**config.mk**
```make
export PLATFORM = sky130hd
export DESIGN_NAME = bitmap_page_allocator
export DESIGN_NICKNAME = d
export VERILOG_FILES = /design/src/design/bpa_pkg.sv /design/src/design/bitmap_page_allocator.sv /design/src/design/bpa_range.sv
export SDC_FILE = /design/constraint.sdc
export NUM_CORES = 2
export LEC_CHECK = 0
export ABC_AREA = 0
export BUFFER_PORTS_ARGS = -buffer_cell sky130_fd_sc_hd__buf_2
export CORE_ASPECT_RATIO = 0.75
export CORE_MARGIN = 2
export CORE_UTILIZATION = 55
export CTS_BUF_LIST = sky130_fd_sc_hd__clkbuf_16
export DETAILED_ROUTE_END_ITERATION = 7
export HOLD_SLACK_MARGIN = 0.12
export PLACE_DENSITY_LB_ADDON = 0.08
export SLEW_MARGIN = 10
export SYNTH_ARGS = -nofsm -noshare
export SYNTH_HDL_FRONTEND = slang
export SYNTH_SLANG_ARGS = --single-unit
```
**constraint.sdc**
```tcl
create_clock -name clk -period 11.2 [get_ports clk]
set_clock_uncertainty 0.05 [all_clocks]
set_input_delay 1.12 -clock clk [delete_from_list [all_inputs] [get_ports clk]]
set_output_delay 1.12 -clock clk [all_outputs]
set_load 0.02 [all_outputs]
```
**src/design/bpa_pkg.sv**
```systemverilog
`default_nettype none

package bpa_pkg;

  // Pool geometry.
  localparam int PAGE_COUNT = 1024;
  localparam int PAGE_SHIFT = 12;

  localparam int ADDR_W = 32;
  localparam int WORD_W = 32;
  localparam int BIT_W  = 5;
  localparam int WORDS  = (PAGE_COUNT + WORD_W - 1) / WORD_W;
  localparam int WA_W   = (WORDS > 1) ? $clog2(WORDS) : 1;

  // Page index arithmetic for the init range, wide enough for PAGE_COUNT itself.
  localparam int IW = $clog2(PAGE_COUNT + 1) + BIT_W + 1;

  // Init bound arithmetic needs carry room above 32 bits.
  localparam int AW = ADDR_W + 2;

  localparam logic [AW-1:0]     PG_MASK_W = AW'((64'd1 << PAGE_SHIFT) - 64'd1);
  localparam logic [ADDR_W-1:0] PG_MASK   = ADDR_W'((64'd1 << PAGE_SHIFT) - 64'd1);

  // Request kinds.
  localparam logic [1:0] ACT_ALLOC = 2'd0;
  localparam logic [1:0] ACT_FREE  = 2'd1;
  localparam logic [1:0] ACT_INIT  = 2'd2;
  localparam logic [1:0] ACT_QUERY = 2'd3;

  // Result status codes.
  localparam logic [1:0] STAT_OK    = 2'd0;
  localparam logic [1:0] STAT_OOM   = 2'd1;
  localparam logic [1:0] STAT_RANGE = 2'd2;

  // Configuration register indexes.
  localparam logic [1:0] CFG_POOL_BASE  = 2'd0;
  localparam logic [1:0] CFG_FREE_START = 2'd1;
  localparam logic [1:0] CFG_FREE_END   = 2'd2;

  // Page index bounds of an init pass: pages below kclr are cleared, pages in
  // [set_lo, set_hi) are set afterwards. All are clipped to PAGE_COUNT.
  typedef struct packed {
    logic          done;
    logic [IW-1:0] kclr;
    logic [IW-1:0] set_lo;
    logic [IW-1:0] set_hi;
  } range_t;

  // Bits of word w whose page index lies below k.
  function automatic logic [WORD_W-1:0] lt_mask(input logic [IW-1:0] k,
                                                 input logic [WA_W-1:0] w);
    logic [IW-1:0] kw;
    logic [IW-1:0] ww;
    logic [WORD_W-1:0] m;
    kw = k >> BIT_W;
    ww = IW'(w);
    if (ww < kw) begin
      m = '1;
    end else if (ww == kw) begin
      m = (WORD_W'(1) << k[BIT_W-1:0]) - WORD_W'(1);
    end else begin
      m = '0;
    end
    return m;
  endfunction

endpackage

`default_nettype wire

```
**src/design/bitmap_page_allocator.sv**
```systemverilog
`default_nettype none

// Channel   Direction  Handshake              Contents
// in        to block   in_valid / in_ready    action, address, page_index
// out       from block out_valid / out_ready  page_address, page_free, status
// cfg       to block   cfg_valid / cfg_ready  cfg_index, cfg_data
//
// One request at a time. Allocate reads words until one holds a free page, up
// to WORDS words (32 at the default size); init reads and rewrites every word
// once its bounds are ready; free and query read at most one word. The bitmap
// memory's single read port, walked one 32-bit word a cycle, sets the pace. After
// reset a clearing pass writes every word to zero, with in_ready low; configuration
// writes are always taken. A waiting result sits in the output register while the
// next request is accepted and worked on; that request then holds in its last
// state until the output register is free.

module bitmap_page_allocator import bpa_pkg::*; (
  input  wire logic              clk,
  input  wire logic              rst,

  input  wire logic              in_valid,
  output logic                   in_ready,
  input  wire logic [1:0]        action,
  input  wire logic [ADDR_W-1:0] address,
  input  wire logic [9:0]        page_index,

  output logic                   out_valid,
  input  wire logic              out_ready,
  output logic [ADDR_W-1:0]      page_address,
  output logic                   page_free,
  output logic [1:0]             status,

  input  wire logic              cfg_valid,
  output logic                   cfg_ready,
  input  wire logic [1:0]        cfg_index,
  input  wire logic [ADDR_W-1:0] cfg_data
);

  localparam logic [3:0] S_CLEAR = 4'd0;
  localparam logic [3:0] S_IDLE  = 4'd1;
  localparam logic [3:0] S_ALLOC = 4'd2;
  localparam logic [3:0] S_FCHK  = 4'd3;
  localparam logic [3:0] S_RMW   = 4'd4;
  localparam logic [3:0] S_INIT  = 4'd5;
  localparam logic [3:0] S_ISCAN = 4'd6;
  localparam logic [3:0] S_FIN   = 4'd7;

  localparam logic [WA_W-1:0] LAST_WORD = WA_W'(WORDS - 1);

  logic [3:0] state;

  // Configuration registers.
  logic [ADDR_W-1:0] pool_base;
  logic [ADDR_W-1:0] free_start;
  logic [ADDR_W-1:0] free_end;

  // Bitmap memory: one bit per page, 1 means free. Reads are registered and return in the following cycle.
  logic [WORD_W-1:0] mem [0:WORDS-1];
  logic [WORD_W-1:0] mem_q;
  logic              rd_en;
  logic [WA_W-1:0]   rd_addr;
  logic              wr_en;
  logic [WA_W-1:0]   wr_addr;
  logic [WORD_W-1:0] wr_data;

  // Request context.
  logic [1:0]        op;
  logic [ADDR_W-1:0] addr_l;
  logic [WA_W-1:0]   wsel;
  logic [BIT_W-1:0]  bsel;
  logic [WA_W-1:0]   ptr;
  logic [WA_W-1:0]   chk;

  // Pending result.
  logic [ADDR_W-1:0] res_addr;
  logic              res_free;
  logic [1:0]        res_status;

  range_t            rng;
  logic              rng_start;

  logic              accept;
  logic [ADDR_W-1:0] q_ext;
  logic              q_ok;

  logic [ADDR_W-1:0] f_round;
  logic [ADDR_W-1:0] f_k;
  logic              f_ok;

  logic [WORD_W-1:0] lowest;
  logic [BIT_W-1:0]  low_bit;
  logic [WORD_W-1:0] alloc_word;
  logic [ADDR_W-1:0] alloc_idx;
  logic [ADDR_W-1:0] alloc_addr;
  logic [WORD_W-1:0] init_word;
  logic              out_free;

  assign cfg_ready = 1'b1;
  assign in_ready  = (state == S_IDLE);
  assign accept    = in_valid && in_ready;
  assign rng_start = accept && (action == ACT_INIT);
  assign out_free  = !out_valid || out_ready;

  // Query index checked against the pool size.
  assign q_ext = ADDR_W'(page_index);
  assign q_ok  = q_ext < ADDR_W'(PAGE_COUNT);

  // Free address: round down, then page index relative to the pool.
  assign f_round = addr_l & ~PG_MASK;
  assign f_k     = (f_round - pool_base) >> PAGE_SHIFT;
  assign f_ok    = (f_round >= pool_base) && (f_k < ADDR_W'(PAGE_COUNT));

  // Lowest free page in the word under examination.
  always_comb begin
    lowest  = mem_q & (~mem_q + WORD_W'(1));
    low_bit = '0;
    for (int i = 0; i < WORD_W; i++) begin
      if (lowest[i]) begin
        low_bit = low_bit | BIT_W'(i);
      end
    end
  end

  assign alloc_word = mem_q & ~lowest;
  assign alloc_idx  = (ADDR_W'(chk) << BIT_W) | ADDR_W'(low_bit);
  assign alloc_addr = pool_base + (alloc_idx << PAGE_SHIFT);

  // Init rewrites one word: the kernel region is cleared first, then the free
  // range is set on top of it.
  assign init_word = (mem_q & ~lt_mask(rng.kclr, chk))
                   | (lt_mask(rng.set_hi, chk) & ~lt_mask(rng.set_lo, chk));

  bpa_range u_range (
    .clk        (clk),
    .rst        (rst),
    .start      (rng_start),
    .pool_base  (pool_base),
    .free_start (free_start),
    .free_end   (free_end),
    .rng        (rng)
  );

  // Memory port control. The scans write word chk while reading word chk+1,
  // and a free writes only after its read returns, so one entry is never read
  // and written in the same cycle.
  always_comb begin
    rd_en   = 1'b0;
    rd_addr = ptr;
    wr_en   = 1'b0;
    wr_addr = chk;
    wr_data = init_word;
    unique case (state)
      S_CLEAR: begin
        wr_en   = 1'b1;
        wr_addr = ptr;
        wr_data = '0;
      end
      S_IDLE: begin
        if (accept && (action == ACT_ALLOC)) begin
          rd_en   = 1'b1;
          rd_addr = '0;
        end else if (accept && (action == ACT_QUERY) && q_ok) begin
          rd_en   = 1'b1;
          rd_addr = q_ext[WA_W+BIT_W-1:BIT_W];
        end
      end
      S_ALLOC: begin
        rd_en   = 1'b1;
        wr_en   = (mem_q != '0);
        wr_data = alloc_word;
      end
      S_FCHK: begin
        rd_en   = f_ok;
        rd_addr = f_k[WA_W+BIT_W-1:BIT_W];
      end
      S_RMW: begin
        wr_en   = (op == ACT_FREE);
        wr_addr = wsel;
        wr_data = mem_q | (WORD_W'(1) << bsel);
      end
      S_INIT: begin
        rd_en   = rng.done;
        rd_addr = '0;
      end
      S_ISCAN: begin
        rd_en = 1'b1;
        wr_en = 1'b1;
      end
      default: begin
      end
    endcase
  end

  always_ff @(posedge clk) begin
    if (wr_en) begin
      mem[wr_addr] <= wr_data;
    end
    if (rd_en) begin
      mem_q <= mem[rd_addr];
    end
  end

  // Configuration writes; an index past the last register is dropped.
  always_ff @(posedge clk) begin
    if (rst) begin
      pool_base  <= 32'h8000_0000;
      free_start <= 32'h8000_0000;
      free_end   <= 32'h8040_0000;
    end else if (cfg_valid && cfg_ready) begin
      unique case (cfg_index)
        CFG_POOL_BASE:  pool_base  <= cfg_data;
        CFG_FREE_START: free_start <= cfg_data;
        CFG_FREE_END:   free_end   <= cfg_data;
        default: begin
        end
      endcase
    end
  end

  // Request sequencer.
  always_ff @(posedge clk) begin
    if (rst) begin
      state <= S_CLEAR;
      ptr   <= '0;
    end else begin
      unique case (state)
        S_CLEAR: begin
          ptr <= ptr + WA_W'(1);
          if (ptr == LAST_WORD) begin
            state <= S_IDLE;
          end
        end
        S_IDLE: begin
          if (accept) begin
            op  <= action;
            chk <= '0;
            ptr <= WA_W'(1);
            unique case (action)
              ACT_ALLOC: state <= S_ALLOC;
              ACT_FREE:  state <= S_FCHK;
              ACT_INIT:  state <= S_INIT;
              ACT_QUERY: state <= q_ok ? S_RMW : S_FIN;
              default:   state <= S_FIN;
            endcase
          end
        end
        S_ALLOC: begin
          if ((mem_q != '0) || (chk == LAST_WORD)) begin
            state <= S_FIN;
          end else begin
            chk <= chk + WA_W'(1);
            ptr <= ptr + WA_W'(1);
          end
        end
        S_FCHK: begin
          state <= f_ok ? S_RMW : S_FIN;
        end
        S_RMW: begin
          state <= S_FIN;
        end
        S_INIT: begin
          if (rng.done) begin
            state <= S_ISCAN;
          end
        end
        S_ISCAN: begin
          if (chk == LAST_WORD) begin
            state <= S_FIN;
          end else begin
            chk <= chk + WA_W'(1);
            ptr <= ptr + WA_W'(1);
          end
        end
        S_FIN: begin
          if (out_free) begin
            state <= S_IDLE;
          end
        end
        default: begin
          state <= S_IDLE;
        end
      endcase
    end
  end

  // Request context and pending result; payload only, no reset.
  always_ff @(posedge clk) begin
    if (accept) begin
      addr_l     <= address;
      wsel       <= q_ext[WA_W+BIT_W-1:BIT_W];
      bsel       <= q_ext[BIT_W-1:0];
      res_addr   <= '0;
      res_free   <= 1'b0;
      res_status <= STAT_OK;
    end
    if (state == S_ALLOC) begin
      if (mem_q != '0) begin
        res_addr <= alloc_addr;
      end else if (chk == LAST_WORD) begin
        res_status <= STAT_OOM;
      end
    end
    if (state == S_FCHK) begin
      wsel <= f_k[WA_W+BIT_W-1:BIT_W];
      bsel <= f_k[BIT_W-1:0];
      if (!f_ok) begin
        res_status <= STAT_RANGE;
      end
    end
    if ((state == S_RMW) && (op == ACT_QUERY)) begin
      res_free <= mem_q[bsel];
    end
  end

  // Output register: loaded when the request finishes and the slot is free.
  always_ff @(posedge clk) begin
    if (rst) begin
      out_valid <= 1'b0;
    end else if ((state == S_FIN) && out_free) begin
      out_valid <= 1'b1;
    end else if (out_ready) begin
      out_valid <= 1'b0;
    end
  end

  always_ff @(posedge clk) begin
    if ((state == S_FIN) && out_free) begin
      page_address <= res_addr;
      page_free    <= res_free;
      status       <= res_status;
    end
  end

endmodule

`default_nettype wire

```
**src/design/bpa_range.sv**
```systemverilog
`default_nettype none

module bpa_range import bpa_pkg::*; (
  input  wire logic              clk,
  input  wire logic              rst,
  input  wire logic              start,
  input  wire logic [ADDR_W-1:0] pool_base,
  input  wire logic [ADDR_W-1:0] free_start,
  input  wire logic [ADDR_W-1:0] free_end,
  output range_t                 rng
);

  logic [AW-1:0] pb;
  logic [AW-1:0] fs;
  logic [AW-1:0] fe;
  logic [AW-1:0] rd;

  logic          v1;
  logic          v2;
  logic          v3;
  logic          v4;
  logic [AW-1:0] cs;
  logic [AW-1:0] ce;
  logic [AW-1:0] lo;
  logic [AW-1:0] hi;
  logic [AW-1:0] kraw;
  logic          set_ok;
  logic [AW-1:0] i0w;
  logic [AW-1:0] nw;
  logic [AW-1:0] i1w;
  logic [IW-1:0] kclr;
  logic [IW-1:0] i0c;
  logic [IW-1:0] i1c;

  assign pb  = AW'(pool_base);
  assign fs  = AW'(free_start);
  assign fe  = AW'(free_end);
  assign rd  = fs & ~PG_MASK_W;
  assign i1w = i0w + nw;

  always_ff @(posedge clk) begin
    if (rst) begin
      v1 <= 1'b0;
      v2 <= 1'b0;
      v3 <= 1'b0;
      v4 <= 1'b0;
    end else begin
      v1 <= start;
      v2 <= v1;
      v3 <= v2;
      v4 <= v3;
    end
  end

  always_ff @(posedge clk) begin
    // Stage one: rounded bounds and the window of addresses that can hit the pool.
    if (start) begin
      cs     <= (fs + PG_MASK_W) & ~PG_MASK_W;
      ce     <= fe & ~PG_MASK_W;
      lo     <= (pb + PG_MASK_W) & ~PG_MASK_W;
      hi     <= pb + (AW'(PAGE_COUNT) << PAGE_SHIFT) + PG_MASK_W + AW'(1);
      set_ok <= free_start < free_end;
      kraw   <= (rd >= pb) ? ((rd - pb) >> PAGE_SHIFT) : '0;
    end
    // Stage two: clamp the walk to that window.
    if (v1) begin
      if (cs < lo) begin
        cs <= lo;
      end
      if (ce > hi) begin
        ce <= hi;
      end
      kclr <= (kraw > AW'(PAGE_COUNT)) ? IW'(PAGE_COUNT) : kraw[IW-1:0];
    end
    // Stage three: first page index and page count of the walk.
    if (v2) begin
      i0w <= (cs - pb) >> PAGE_SHIFT;
      nw  <= (set_ok && (cs < ce)) ? ((ce - cs) >> PAGE_SHIFT) : '0;
    end
    // Stage four: pages past the pool are dropped.
    if (v3) begin
      i0c <= (i0w > AW'(PAGE_COUNT)) ? IW'(PAGE_COUNT) : i0w[IW-1:0];
      i1c <= (i1w > AW'(PAGE_COUNT)) ? IW'(PAGE_COUNT) : i1w[IW-1:0];
    end
  end

  assign rng.done   = v4;
  assign rng.kclr   = kclr;
  assign rng.set_lo = i0c;
  assign rng.set_hi = i1c;

endmodule

`default_nettype wire

```
## After elaboration in Yosys (flattened, before gate mapping)

Memory sizes are Yosys's and may differ from the RTL's. A register that Yosys moved wholly into a read port is not among the register bits.
Cells that the tools add are included.

- Bits in registers: 495
- Memory bits (writable): 1024
- Input port bits: 83
- Logic and storage cells: 306
- Memories kept: 1

- Add/sub/neg operators: 17
- Magnitude comparators: 15
- Eq/ne operators: 27
- Shift operators: 4
- Multiplexer cells: 160
- Bitwise logic cells: 12
- Reduce and logical (&&, ||, !) cells: 36

Memory list:

| name | depth | bits a word | rd ports | clocked after memory_dff | write ports | line | RTL |
|---|---|---|---|---|---|---|---|
| mem | 32 | 32 | 1 | 1 | 1 | bitmap_page_allocator.sv:58 | `logic [WORD_W-1:0] mem [0:WORDS-1];` |

Operators with widths:

| operator | count |
|---|---|
| $mux W32 | 28 |
| $mux W34 | 8 |
| $mux W5 | 45 |
| $and A32 B32 Y32 | 4 |
| $not A32 Y32 | 4 |
| $shl A1 B5 Y32 const A | 4 |
| $mux W4 | 30 |
| $pmux W32 S3 | 1 |
| $sub A32 B2 Y32 const B | 3 |
| $gt A34 B11 Y1 const B | 2 |
| $lt A34 B34 Y1 | 2 |
| $add A32 B12 Y33 const B | 2 |
| $ge A32 B32 Y1 | 2 |
| $or A32 B32 Y32 | 2 |
| $mux W2 | 19 |
| $eq A5 B12 Y1 | 3 |
| $lt A5 B12 Y1 | 3 |
| $add A22 B34 Y34 | 1 |
| $add A34 B1 Y34 const B | 1 |
| $add A34 B12 Y34 const B | 1 |
| $gt A34 B34 Y1 | 1 |
| $sub A34 B32 Y34 | 1 |
| $sub A34 B34 Y34 | 1 |
| $add A32 B23 Y33 const B | 1 |
| other kinds (46) | 102 |

## Longest topological paths before layout

- Word-level depth: 39
- Mapped depth: 23

## Modules after synthesis

A second synthesis with hierarchy kept.

- Cell total of the unflattened synthesis: 6449
- Area total of the unflattened synthesis: 71522.3 µm²

By module, submodules not included:

| module | instances | cells an instance | area an instance (µm²) |
|---|---|---|---|
| bitmap_page_allocator | 1 | 4829 | 55186.7 |
| bpa_range | 1 | 1620 | 16335.7 |

## Worst setup path after synthesis

Ideal clock, no wire load.

- Path type: register -> register
- From: reg mem_q[1] (read register of mem)
- To: reg res_addr[22]
- Data arrival time: 4897 ps
- Slack: 6166 ps
- Cell stages (with the launch flop): 23
- Cells stage by stage: edfxtp_1 > nor4_4 > nand4_4 > or4_4 > or3_1 > buf_4 > or2_1 > nor3_1 > a21oi_1 > a21boi_0 > nand3_1 > ha_1 > inv_1 > fa_1 > nor2b_1 > o21ai_0 > a21boi_0 > o21ai_0 > a21boi_0 > o21ai_0 > a21oi_1 > nor3_1 > o31ai_1

- Word-level cells in the longest chain between the ends: 39
- Elaborated cells between the ends (all ways): 40

RTL lines:

| what | line | RTL |
|---|---|---|
| start, declared | bitmap_page_allocator.sv:59 | `logic [WORD_W-1:0] mem_q;` |
| $not A32 Y32 | bitmap_page_allocator.sv:115 | `lowest = mem_q & (~mem_q + WORD_W'(1));` |
| $add A32 B1 Y32 | bitmap_page_allocator.sv:115 |  |
| $and A32 B32 Y32 | bitmap_page_allocator.sv:115 |  |
| $mux W1 | bitmap_page_allocator.sv:118 | `if (lowest[i]) begin` |
| $mux W2 (2 in series) | bitmap_page_allocator.sv:118 |  |
| $mux W3 (4 in series) | bitmap_page_allocator.sv:118 |  |
| $mux W4 (8 in series) | bitmap_page_allocator.sv:118 |  |
| $mux W5 (16 in series) | bitmap_page_allocator.sv:118 |  |
| $or A10 B5 Y10 | bitmap_page_allocator.sv:125 | `assign alloc_idx = (ADDR_W'(chk) << BIT_W) \| ADDR_W'(low_bit);` |
| $add A32 B22 Y32 | bitmap_page_allocator.sv:126 | `assign alloc_addr = pool_base + (alloc_idx << PAGE_SHIFT);` |
| $mux W32 (*) | bitmap_page_allocator.sv:297 | `if (mem_q != '0) begin` |
| $mux W32 (*) (2 in series) | bitmap_page_allocator.sv:296 | `if (state == S_ALLOC) begin` |
| end signal, assigned | bitmap_page_allocator.sv:298 | `res_addr <= alloc_addr;` |
| end, declared | bitmap_page_allocator.sv:75 | `logic [ADDR_W-1:0] res_addr;` |

Every way passes the cells marked *; elsewhere a longest branch is shown, timed or not. The select of a mux whose other input is x is not followed.
A chain may end at the register's enable or synchronous reset.

## Final worst setup path

- From: reg mem_q[3] (read register of mem)
- To: reg res_addr[22]

- Word-level cells in the longest chain between the ends: 37
- Elaborated cells between the ends (all ways): 38

RTL lines:

| what | line |
|---|---|
| $not A32 Y32 | bitmap_page_allocator.sv:115 |
| $add A32 B1 Y32 | bitmap_page_allocator.sv:115 |
| $and A32 B32 Y32 | bitmap_page_allocator.sv:115 |
| $mux W2 | bitmap_page_allocator.sv:118 |
| $mux W3 (4 in series) | bitmap_page_allocator.sv:118 |
| $mux W4 (8 in series) | bitmap_page_allocator.sv:118 |
| $mux W5 (16 in series) | bitmap_page_allocator.sv:118 |
| $or A10 B5 Y10 | bitmap_page_allocator.sv:125 |
| $add A32 B22 Y32 | bitmap_page_allocator.sv:126 |
| $mux W32 (*) | bitmap_page_allocator.sv:297 |
| $mux W32 (*) (2 in series) | bitmap_page_allocator.sv:296 |

Marks and branches as above.

==> flow_summary_export.csv <==
group,metric,value,unit
run_status,outcome,"completed",
clock_network,clock_latency,790,ps
synthesis,synthArstFlopShare,0,
critical_path,path_max_fanout,9,
clock_network,ctsResizeCount,0,
global_routing,grt_pass1_vias,45720,
synthesis,synth_top_area_frac,0.5435,
critical_path,r2r-end,"res_addr[22]$_DFF_P_",
sta,drv_slew,0,
place,dp_hpwl,145600,um
detailed_routing,dr.pass1.iters,6,
clock_network,cts.reportedPaths.clkPinSlew,60,ps
power,clkPwrFrac,0.233,
power,leakage,28.66,nW
critical_path,crit_path_end_kind,"flip-flop",
min_path,min_path_type,"flip-flop to flip-flop",
layout,final_cell_count_no_fill,7927,
sta,hold_violations,0,
global_routing,antenna_found_initial,13,
min_path,worstHoldEndpoint,"page_address[19]$_DFFE_PP_",
power,power.switching,8.148,mW
synthesis,synth_cells,6010,
floorplan,start_util,0.5562,
global_routing,overflow,0,
sta,period_share,0.5990,
detailed_routing,drc,0,
layout,drive_gt1_frac,0.09531,
floorplan,core_area,0.1292,mm^2
synthesis,netlist_area,0.07188,mm^2
sta,setup_viol,0,
sta,rsz0062_at_grt,"no",
detailed_routing,ant_nets,0,
clock_network,cts_buffers,151,
critical_path,r2r_slack,4490,ps
synthesis,syn_area_per_cell,11.96,um^2
critical_path,critical_path_arrival,7360,ps
critical_path,start_kind,"flip-flop",
clock_network,cts_setup_buffers,0,
critical_path,timing.rr.start,"mem_q[3]$_DFFE_PP_",
synthesis,synth_common_cells,"edfxtp_1, nand2_1, mux2i_1",
global_routing,grt_use_total,0.3335,
sta,tns,0,ps
floorplan,die_h,317.1,um
critical_path,reg2reg_depth,21,
detailed_routing,routedWlPerCell,28.55,um
synthesis,synth_edf_count,1301,
layout,syn2layout_area_growth,10.71,%
clock_network,postCtsHoldBufs,0,
global_routing,grt_max_degree,179,
sta,max_freq,149.1,MHz
clock_network,clk_path_buf_depth,3,
clock_network,clock_sinks,1512,
critical_path,cp_slowest_stage_delay,630,ps
power,max-vdd-ir-drop,261.2,uV
power,combinationalPowerShare,0.375,
clock_network,ctsRootBufferMaster,"clkbuf_16",
detailed_routing,num_vias,51070,
synthesis,yosysWarnings,0,
clock_network,cts_tree,"yes",
global_routing,grt_pass1_wl,322400,um
min_path,hp-start,"res_addr[19]$_DFF_P_",
critical_path,required,11850,ps
layout,final_nets,6401,
synthesis,post-synth-top-count-cell,"edfxtp_1",
synthesis,ys.flop_type,"edfxtp_1",
clock_network,htree_levels,4,
floorplan,die_w,421.4,um
flow_run,drv_cap,0,
synthesis,ys_seq_area_frac,0.6023,
floorplan,rows,114,
floorplan,dieArea,0.1336,mm^2
synthesis,yosys_register_bits,1512,
sta,relSlewSlack,0.2001,
sta,hold_slack,382.6,ps
place,io_buffers,107,
power,switching_share,0.3867,
power,p_seq_frac,0.392,
place,dp_cells,7651,
power,power-per-cell-area,264.7,mW/mm^2
layout,fillers,10260,
floorplan,ioPinCount,121,
sta,worstMarginPinSlew,1200,ps
critical_path,worst-setup-path-type,"flip-flop to flip-flop",
synthesis,synthTopCellsByArea,"edfxtp_1, mux2i_1, dfxtp_1",
place,finalWeightedCongestion,1.001,
sta,min_period,6709,ps
detailed_routing,first_iter_violations,7517,
critical_path,crit_path_cell_trace,"nor4_4 -> nand4_4 -> or4_4 -> or3_1 -> or2_1 -> nor3_1 -> a21oi_1 -> a21boi_0 -> nand3_1 -> ha_1 -> inv_1 -> fa_1 -> nor2b_1 -> o21ai_0 -> a21boi_0 -> o21ai_0 -> a21boi_0 -> o21ai_0 -> a21oi_1 -> nor3_1 -> o31ai_1",
min_path,hold_depth,0,
critical_path,critPathBufInv,1,
power,internal_power,12.92,mW
synthesis,yosysUniqueCellTypes,92,
synthesis,synth_area_leader_cell,"edfxtp_1",
detailed_routing,drt_wl_total,226300,um
critical_path,cp_slowest_cell,"or4_4",
detailed_routing,vias_per_cell,6.442,
critical_path,crit_family,"simple AND/OR/NAND/NOR gates",
sequential cells by signal (all words and copies together) (netlist names), 3 cells and up:
| register | cells |
|---|---|
| u_range.nw | 22 |
| u_range.kclr | 17 |
| chk | 5 |
| u_range.kraw | 21 |
| u_range.lo | 21 |
| u_range.i1c | 17 |
| u_range.i0c | 17 |
| u_range.cs | 34 |
| pool_base | 32 |
| ptr | 5 |
| u_range.ce | 34 |
| u_range.hi | 34 |
| state | 3 |
| u_range.i0w | 22 |
| mem | 1024 |
| bsel | 5 |
| wsel | 5 |
| page_address | 32 |
| mem_q | 32 |
| addr_l | 20 |
| free_end | 32 |
| res_addr | 32 |
| free_start | 32 |
final cells by class:
cell class	count	area, um^2	share of cell area
clock buffer	154	3854	0.04843
timing repair buffer	237	1539	0.01934
inverter	304	1142	0.01435
tap	1740	2177	0.02736
sequential	1512	43290	0.5440
antenna	7	17.52	0.0002201
clock inverter	115	858.3	0.01079
multi-input combinational	3858	26700	0.3355
cell families (layout without fill, tap and decap cells):
logic type,after synthesis,in the layout,share of synthesized area
compound gates,1399,1399,0.1311
xor+xnor,150,150,0.01828
fa+ha+maj,254,254,0.04442
buf+inv,659,810,0.03544
flops,1512,1512,0.6023
mux,455,455,0.06536
other cells,2,28,0.0001045
simple gates,1579,1579,0.1031
power groups by stage:
stage	clock [mW]	combinational [mW]	sequential, mW
3_5_place_dp	0	7.71	8.32
5_1_grt	5.18	8.52	8.29
6_report	4.90	7.90	8.26
4_1_cts	4.95	7.75	8.20
2_1_floorplan	0	5.29	8.01
3_3_place_gp	0	7.58	8.30
routing by layer:
layer,up-vias,track usage,part of all wire
met5,-,0,0.000057
li1,22870,-,-
met2,2668,0.4232,0.38
met3,303,0.1160,0.14
met1,25230,0.5317,0.46
met4,2,0.08610,0.023
worst max path at each step:
stage	from	end	slack, ps	cells after the start
2_1_floorplan	mem_q[1]$_DFFE_PP_	res_addr[22]$_DFF_P_	6170	22
3_3_place_gp	mem_q[3]$_DFFE_PP_	res_addr[22]$_DFF_P_	4660	21
3_5_place_dp	mem_q[3]$_DFFE_PP_	res_addr[22]$_DFF_P_	4670	21
4_1_cts	mem_q[3]$_DFFE_PP_	res_addr[22]$_DFF_P_	4630	21
5_1_grt	mem_q[3]$_DFFE_PP_	res_addr[22]$_DFF_P_	4170	21
6_report	mem_q[3]$_DFFE_PP_	res_addr[22]$_DFF_P_	4490	21
through the flow:
stage                     worst slack (ps)  power, mW  cell area [um^2]  utilization
final                                 4491      21.07             79580       0.6158
after global routing                  4175      21.99             79570       0.6157
after CTS                             4625      20.90             79510       0.6153
after detailed placement              4668      16.03             74800       0.5788
after global placement                4662      15.88             74800       0.5788
after floorplan                       6166      13.30             71950            -
layout by cell type (no fill, tap or decap), drive strengths merged, types with 191 or more instances in the layout:
cell type / synthesis / routed
edfxtp: 1301 / 1301
nand2: 545 / 545
mux2i: 430 / 430
nand3: 359 / 359
inv: 299 / 334
a21oi: 320 / 320
nor2: 278 / 278
ha: 252 / 252
buf: 83 / 237
dfxtp: 211 / 211
o21ai: 191 / 191
(Power assumes the default switching activity.)
